==> config.mk <==
export PLATFORM = sky130hd
export DESIGN_NAME = rwd_ctrl
export DESIGN_NICKNAME = d
export VERILOG_FILES = /design/src/rwd_pkg.sv /design/src/rwd_ctrl.sv
export SDC_FILE = /design/constraint.sdc
export NUM_CORES = 1
export LEC_CHECK = 0
export ABC_CLOCK_PERIOD_IN_PS = 3800
export BUFFER_PORTS_ARGS = -buffer_cell sky130_fd_sc_hd__buf_2
export CORE_MARGIN = 2
export CORE_UTILIZATION = 55
export CTS_CLUSTER_DIAMETER = 100
export DETAILED_ROUTE_END_ITERATION = 7
export GPL_ROUTABILITY_DRIVEN = 0
export MAX_ROUTING_LAYER = met4
export PLACE_DENSITY = 0.89
export RECOVER_POWER = 25
export SYNTH_ARGS = -nofsm -noshare
export SYNTH_HDL_FRONTEND = slang
export SYNTH_SLANG_ARGS = --single-unit
export TNS_END_PERCENT = 30
==> constraint.sdc <==
create_clock -name clk -period 3.8 [get_ports clk]
set_input_delay 0.19 -clock clk [delete_from_list [all_inputs] [get_ports clk]]
set_output_delay 0.19 -clock clk [all_outputs]
set_load 0.01 [all_outputs]
==> src/rwd_pkg.sv <==
`timescale 1ns / 1ps
// Shared widths, command codes and the controller/datapath command bundle
// for the reaction wheel drive. No dependencies.
package rwd_pkg;

	// Signed Q16.16 data path.
	localparam int DATA_W    = 32;
	localparam int FRAC_BITS = 16;
	localparam int CFG_W     = 31;
	localparam int CFG_IDX_W = 3;
	localparam int OP_W      = 2;
	localparam int MODE_W    = 2;
	localparam int PROD_W    = 2 * DATA_W;
	localparam int SH_W      = PROD_W - FRAC_BITS;

	// Command opcodes carried by an input beat.
	typedef enum logic [OP_W-1:0] {
		OP_TICK       = 2'd0,
		OP_SET_SPEED  = 2'd1,
		OP_SET_TORQUE = 2'd2,
		OP_CLEAR      = 2'd3
	} op_t;

	// Drive mode.
	typedef enum logic [MODE_W-1:0] {
		MODE_NONE = 2'd0,
		MODE_VEL  = 2'd1,
		MODE_TRQ  = 2'd2
	} mode_t;

	// Configuration register indexes.
	typedef enum logic [CFG_IDX_W-1:0] {
		REG_MAX_SPEED     = 3'd0,
		REG_MAX_TORQUE    = 3'd1,
		REG_KP_GAIN       = 3'd2,
		REG_INV_INERTIA   = 3'd3,
		REG_TIME_STEP     = 3'd4,
		REG_SAMPLE_PERIOD = 3'd5,
		REG_SLEW_STEP     = 3'd6
	} cfg_reg_t;

	// Operand pairs of the shared multiplier.
	typedef enum logic [2:0] {
		MUL_PWR_SPEED  = 3'd0,
		MUL_PWR_TORQUE = 3'd1,
		MUL_ERR_KP     = 3'd2,
		MUL_TORQ_INV   = 3'd3,
		MUL_ACC_TS     = 3'd4
	} mul_sel_t;

	// Controller to datapath commands.
	typedef struct packed {
		logic     load;        // latch the clamped power of an accepted beat
		logic     mul_en;      // register a product
		mul_sel_t mul_sel;
		logic     set_speed;   // write speed target and mode
		logic     set_torque;  // write torque target and mode
		logic     clear;       // clear targets, torque and speed
		logic     loop;        // advance the sample timer, form the speed error
		logic     load_tgt;    // write the loop's torque target
		logic     slew;        // slew the applied torque
		logic     load_acc;    // latch the saturated acceleration
		logic     integrate;   // update the speed
		logic     load_out;    // fill the result register
	} dp_cmd_t;

	// Datapath to controller status.
	typedef struct packed {
		logic sample;          // speed loop sample is due on this tick
	} dp_stat_t;

endpackage

==> src/rwd_ctrl.sv <==
`timescale 1ns / 1ps
// Sequencing state machine of the reaction wheel drive and the result
// valid flag. Depends on rwd_pkg.
module rwd_ctrl (
	input  logic                    clk,
	input  logic                    arst_n,
	input  logic                    in_valid,
	input  logic [rwd_pkg::OP_W-1:0] in_opcode,
	output logic                    in_ready,
	output logic                    out_valid,
	input  logic                    out_ready,
	input  rwd_pkg::dp_stat_t       stat,
	output rwd_pkg::dp_cmd_t        cmd
);
	import rwd_pkg::*;

	typedef enum logic [12:0] {
		S_IDLE    = 13'b0000000000001,
		S_SET_MUL = 13'b0000000000010,
		S_SET_WR  = 13'b0000000000100,
		S_CLEAR   = 13'b0000000001000,
		S_LOOP    = 13'b0000000010000,
		S_ERR_MUL = 13'b0000000100000,
		S_TGT     = 13'b0000001000000,
		S_SLEW    = 13'b0000010000000,
		S_ACC_MUL = 13'b0000100000000,
		S_ACC     = 13'b0001000000000,
		S_DV_MUL  = 13'b0010000000000,
		S_SPEED   = 13'b0100000000000,
		S_OUT     = 13'b1000000000000
	} state_t;

	state_t state_q, state_d;
	logic   set_speed_q, set_speed_d;
	logic   out_valid_q;
	logic   out_free;

	assign in_ready  = (state_q == S_IDLE);
	assign out_valid = out_valid_q;
	assign out_free  = !out_valid_q || out_ready;

	// Next state and datapath commands.
	always_comb begin
		state_d     = state_q;
		set_speed_d = set_speed_q;
		cmd         = '0;
		unique case (state_q)
			S_IDLE: begin
				if (in_valid) begin
					cmd.load = 1'b1;
					unique case (op_t'(in_opcode))
						OP_TICK:       state_d = S_LOOP;
						OP_SET_SPEED: begin
							set_speed_d = 1'b1;
							state_d     = S_SET_MUL;
						end
						OP_SET_TORQUE: begin
							set_speed_d = 1'b0;
							state_d     = S_SET_MUL;
						end
						OP_CLEAR:      state_d = S_CLEAR;
					endcase
				end
			end
			S_SET_MUL: begin
				cmd.mul_en  = 1'b1;
				cmd.mul_sel = set_speed_q ? MUL_PWR_SPEED : MUL_PWR_TORQUE;
				state_d     = S_SET_WR;
			end
			S_SET_WR: begin
				cmd.set_speed  = set_speed_q;
				cmd.set_torque = !set_speed_q;
				state_d        = S_OUT;
			end
			S_CLEAR: begin
				cmd.clear = 1'b1;
				state_d   = S_OUT;
			end
			S_LOOP: begin
				cmd.loop = 1'b1;
				state_d  = stat.sample ? S_ERR_MUL : S_SLEW;
			end
			S_ERR_MUL: begin
				cmd.mul_en  = 1'b1;
				cmd.mul_sel = MUL_ERR_KP;
				state_d     = S_TGT;
			end
			S_TGT: begin
				cmd.load_tgt = 1'b1;
				state_d      = S_SLEW;
			end
			S_SLEW: begin
				cmd.slew = 1'b1;
				state_d  = S_ACC_MUL;
			end
			S_ACC_MUL: begin
				cmd.mul_en  = 1'b1;
				cmd.mul_sel = MUL_TORQ_INV;
				state_d     = S_ACC;
			end
			S_ACC: begin
				cmd.load_acc = 1'b1;
				state_d      = S_DV_MUL;
			end
			S_DV_MUL: begin
				cmd.mul_en  = 1'b1;
				cmd.mul_sel = MUL_ACC_TS;
				state_d     = S_SPEED;
			end
			S_SPEED: begin
				cmd.integrate = 1'b1;
				state_d       = S_OUT;
			end
			S_OUT: begin
				// Wait only while the previous result is still held.
				if (out_free) begin
					cmd.load_out = 1'b1;
					state_d      = S_IDLE;
				end
			end
			default: state_d = S_IDLE;
		endcase
	end

	// State registers.
	always_ff @(posedge clk or negedge arst_n) begin
		if (!arst_n) begin
			state_q     <= S_IDLE;
			set_speed_q <= 1'b0;
		end else begin
			state_q     <= state_d;
			set_speed_q <= set_speed_d;
		end
	end

	// Result register occupancy.
	always_ff @(posedge clk or negedge arst_n) begin
		if (!arst_n) begin
			out_valid_q <= 1'b0;
		end else if (cmd.load_out) begin
			out_valid_q <= 1'b1;
		end else if (out_ready) begin
			out_valid_q <= 1'b0;
		end
	end

endmodule

* Yosys cells after proc, flatten, opt, wreduce, memory -nomap -nowiden *
Cells that the tools add are included.

word-level totals
  bits in registers = 15
  bits of input ports = 7
  word-level logic and storage cells = 52
  output and inout bits = 16

cells by class
  equal/unequal tests = 18
  reduce and logical (&&, ||, !) cells = 10
  mux-type cells = 21

operators by type and width
  cell                                             number
  one-hot mux 13 bit (11 select lines)             1
  one-hot mux 13 bit (3 select lines)              1
  2-to-1 mux 13 bit                                2
  one-hot mux 4 bit (4 select lines)               1
  == test 13 x 1 -> 1 bit, second input constant   1
  == test 13 x 10 -> 1 bit, second input constant  1
  == test 13 x 11 -> 1 bit, second input constant  1
  == test 13 x 12 -> 1 bit, second input constant  1
  == test 13 bit, second input constant            1
  == test 13 x 2 -> 1 bit, second input constant   1
  == test 13 x 3 -> 1 bit, second input constant   1
  == test 13 x 4 -> 1 bit, second input constant   1
  == test 13 x 5 -> 1 bit, second input constant   1
  == test 13 x 6 -> 1 bit, second input constant   1
  == test 13 x 7 -> 1 bit, second input constant   1
  == test 13 x 8 -> 1 bit, second input constant   1
  == test 13 x 9 -> 1 bit, second input constant   1
  2-to-1 mux 1 bit                                 13
  2-to-1 mux 8 bit                                 1
  == test 2 bit, second input constant             2
  != test 2 bit, second input constant             2
  nonzero test 2 bit                               2
  AND reduction 3 bit                              1
  OR reduction 3 bit                               1
  other kinds (8)                                  9

* Longest topological paths before layout *
  depth after elaboration = 5
  mapped depth = 5
  mapped depth without buffers = 4

* Worst setup path after synthesis *
No wires, ideal clock.

  path type = register -> output
  start point = register state_q[5]
  end point = output cmd[10] in the netlist's numbering
  stages on the path, launching flop included = 6
  data arrival time = 1785 ps
  buffers on the path = 1
  setup slack = 1825 ps
  path through = dfrtp_1 -> buf_6 -> nor4_4 -> nand3_4 -> or4b_4 -> o21ai_1

RTL lines
  item                    RTL line         source
  from (decl)             rwd_ctrl.sv:33   state_t state_q, state_d;
  from (signal assigned)  rwd_ctrl.sv:131  state_q <= state_d;
  to (decl)               rwd_ctrl.sv:13   output rwd_pkg::dp_cmd_t cmd

==> results <==
- Summed over all layers, the global routing overflow is 0.
- The cell family contributing the most delay on the critical path is simple AND/OR/NAND/NOR gates.
- Traced cell by cell, the critical path runs through nor4_4, nand3_4, or4b_4, o21ai_1, buf_2.
- The filler-free cell count of the finished design is 151.
- The initialized floorplan defines 15 standard-cell rows.
- The final period utilization is 0.685.
- After the first detailed-routing iteration, the DRC count stood at 38.
- The number of design rule violations left after detail routing is 0.
- CTS saw 15 sinks.
- The routed layout has 882 vias.
- The category of the critical setup timing path is flop to output pin.
- For the pin with the worst max-slew slack, the measured transition is 777 ps.
- The count of buffers added on input and output ports is 22.
- The via count of the first global-routing pass is 725.
- The combinational fraction of design power is 0.391.
- In the final layout, the share of cells above drive strength 1 is 0.278.
- The top cell type's share of synthesized area is 0.349.
- The worst setup path is captured at an output pin.
- The number of antenna violations at the first check in global routing is 0.
- After detailed routing, the average wire length per cell comes to 13.9 um.
- Synthesis inferred 15 register bits.
- Across the run, the number of max-cap violations was 0.
- Measured against its own limit, the worst slew margin works out to 0.482.
- In the final layout, the multi-input gates occupy 549 um2.
- Counting the fill cells in the layout gives 157.
- The number of setup violations in the final report is 0.
- The power density over cell area is 448 nW/um2.
- The worst-case clock skew is 1.90 ps.
- The prevailing post-synth register cell is dfrtp_1.
- Clock tree synthesis selected as its root buffer the cell clkbuf_4.
- The sequential area share after synthesis is 0.375.
- The number of distinct library cells after synthesis is 39.
- The cell with the largest stage delay on the worst path is nor4_4.
- When the netlist entered floorplanning its net count stood at 115.
- Of the total power, the clock network draws 0.185.
- The cell count after synthesis came out at 105.
- The internal portion of the total power is 0.000305 W.
- During synthesis, Yosys emitted a total of 0 warnings.
- The largest incremental delay on the critical path is 600 ps.
- The H-tree level count is 1.
- The vertical die dimension is 46.7 um.
- The max-slew violation total from the final report is 0.
- dfrtp_1 is the most common cell in the netlist.
- The run finished with clean final reports.
- The CTS tree is yes.
- The all-layer global routing usage is 0.218.
- The sequential cell area in the final layout is 377 um2.
- The cell type contributing the most total cell area after synthesis is dfrtp_1.
- In this run the power spent charging and discharging nets is 0.000207 W.
- Using the TritonRoute via totals, the vias-per-cell ratio works out to 5.84.
- For this configuration, the core starts out at a cell density of 0.581.
- Along the worst path, the maximum fanout reaches 10.
- For the worst-skew pair, the clock arrives at the later sink with an insertion delay of 290 ps.
- The number of buffers and inverters on the critical path is 1.
- The half-perimeter wire length after detailed placement is 1.59 mm.
- The hold violation count in the final report was 0.
- The count of buffers added by post-CTS timing repair for setup is 0.
- The mean area per synthesized cell is 9.56 um2.
- The final antenna diode count is 0.
- Adding up every negative setup slack in the final design gives 0 ps.
- The number of clock buffers inserted by TritonCTS is 3.
- No sink is reached through more buffers than the 2 on the longest clock path.
- The first global-routing pass estimated 3.15 mm of wire.
- The leakage power is 0.575 nW.
- After synthesis the cells add up to 1000 um2.
- The I/O pin total is 23.
- The data arrival at the endpoint of the critical path is 2410 ps.
- The commonest cells after synthesis are dfrtp_1 (14), inv_1 (10), nor4_1 (10), nor2_1 (7), nand2_1 (6).
- The number of hold buffers added after CTS is 1.
- Across the VDD grid, the largest voltage drop is 306 uV.
- The standard cell core area is 1730 um2.
- The peak clock frequency supported by timing is 384 MHz.
- Counting flops with a built-in enable in the synthesized netlist gives 0.
- Sorting the synthesized cells by area gives the leading types as dfrtp_1 (35%), nor4_1 (6.2%), nor4_4 (4.2%), ha_1 (3.7%), inv_1 (3.7%).
- In this run the horizontal extent of the chip is 46.7 um.
- Compared with the post-synthesis result, the final layout area differs by 13.7%.
- STA classifies the critical path startpoint as a flop.
- The clock transition at the register clock pins on the worst setup and hold paths after CTS is 90 ps.
- Of the total power, registers draw 0.424.
- Once detail routing completed, the nets flagged for antenna violations numbered 0.
- In the final design database the tool counted 137 nets.
- Setup repair after global routing left no endpoint under its margin.
- The min-delay analysis places its worst path in the category primary input to flop.
- The full die area is 2180 um2.
- Entering global routing, the biggest net connects 16 pins.
- STA puts the critical path data required time at 3610 ps.
- For this block, the routed nets add up to 2.10 mm of wire.
- The share of synthesized flip-flops with an asynchronous set or reset is 1.00.
- The number of cells in the design after placement is 146.
- The routed design could run at a clock period as short as 2600 ps.
- The pre-antenna-repair detailed-routing pass consisted of 4 iterations.
- In this run, post-CTS repair resized a total of 0 instances.
- Of the total power, the share spent switching nets is 0.404.
metrics by stage:
| step | hold slack, ps | setup slack (ps) | power [W] | instance area, um2 | util |
|---|---|---|---|---|---|
| 6_report | 128 | 1200 | 0.000512 | 1140 | 0.661 |
| 5_1_grt | 116 | 1050 | 0.000546 | 1140 | 0.661 |
| 4_1_cts | 121 | 1190 | 0.000513 | 1140 | 0.662 |
| 2_1_floorplan | -106 | 1820 | 0.000366 | 1000 | - |
| 3_3_place_gp | 105 | 1610 | 0.000407 | 1100 | 0.640 |
| 3_5_place_dp | 106 | 1520 | 0.000418 | 1100 | 0.640 |
power groups by stage:
stage,Sequential [W],Combinational (W),Clock (W)
finish,0.000217,0.000200,0.0000948
global route,0.000220,0.000219,0.000106
CTS,0.000216,0.000201,0.0000960
detailed placement,0.000219,0.000199,0
global placement,0.000216,0.000191,0
floorplan,0.000205,0.000161,0
routing by layer:
layer  up-vias  wire length, um  global-route usage
met5         -                0                   -
met4         0               48               0.122
met3         5              109              0.0392
met2        37             1030               0.336
met1       410              907               0.267
li1        430                -                   -
kinds of logic (layout without fill, tap and decap cells):
group,count (synthesis),count (layout),share of synthesized area
AO/OA/AOI/OAI,10,10,0.0711
XOR/XNOR,4,4,0.0349
adder cells (fa/ha/maj),3,3,0.0374
buffers and inverters,16,37,0.0773
flip-flops,15,15,0.375
multiplexers,2,2,0.0200
AND/OR/NAND/NOR,55,55,0.384
state kept, by name, indices dropped and copies added, names as in the netlist:
signal and count:
set_speed_q 1, state_q 13, out_valid 1
area by class of cell:
type / instances / area share
Clock buffer: 3 / 0.0197
Clock inverter: 1 / 0.00439
Inverter: 10 / 0.0329
Multi-Input combinational cell: 74 / 0.481
Sequential cell: 15 / 0.330
Tap cell: 25 / 0.0274
Timing Repair Buffer: 23 / 0.104
placed cells by master, fill, tap and decap left out, types with 2 or more instances in the layout:
cell type	count
buf_2	21
dfrtp_1	14
inv_1	10
nor4_1	10
nor2_1	7
nand2_1	6
nand3_1	4
and3_1	4
nor4b_1	3
and4_2	3
nand2b_1	3
xor2_1	3
ha_1	3
clkbuf_4	3
nor4_4	2
nand4_1	2
nor3_1	2
o21ai_0	2
mux2i_1	2
worst paths after layout:
kind                       slack, ps                      end                   start  cells after the start
max reg2reg                     1810   state_q[9]$_DFFE_PN0P_  state_q[4]$_DFFE_PN0P_                      4
min in group asynchronous        480  state_q[11]$_DFFE_PN0P_                  arst_n                      2
min reg2reg                      590    out_valid$_DFFE_PN0P_   out_valid$_DFFE_PN0P_                      2
max                             1200                  cmd[10]  state_q[4]$_DFFE_PN0P_                      5
max in group asynchronous       2840   state_q[6]$_DFFE_PN0P_                  arst_n                      2
min                              130    out_valid$_DFFE_PN0P_               out_ready                      2
No activity file was read; power rests on OpenSTA's default activity.
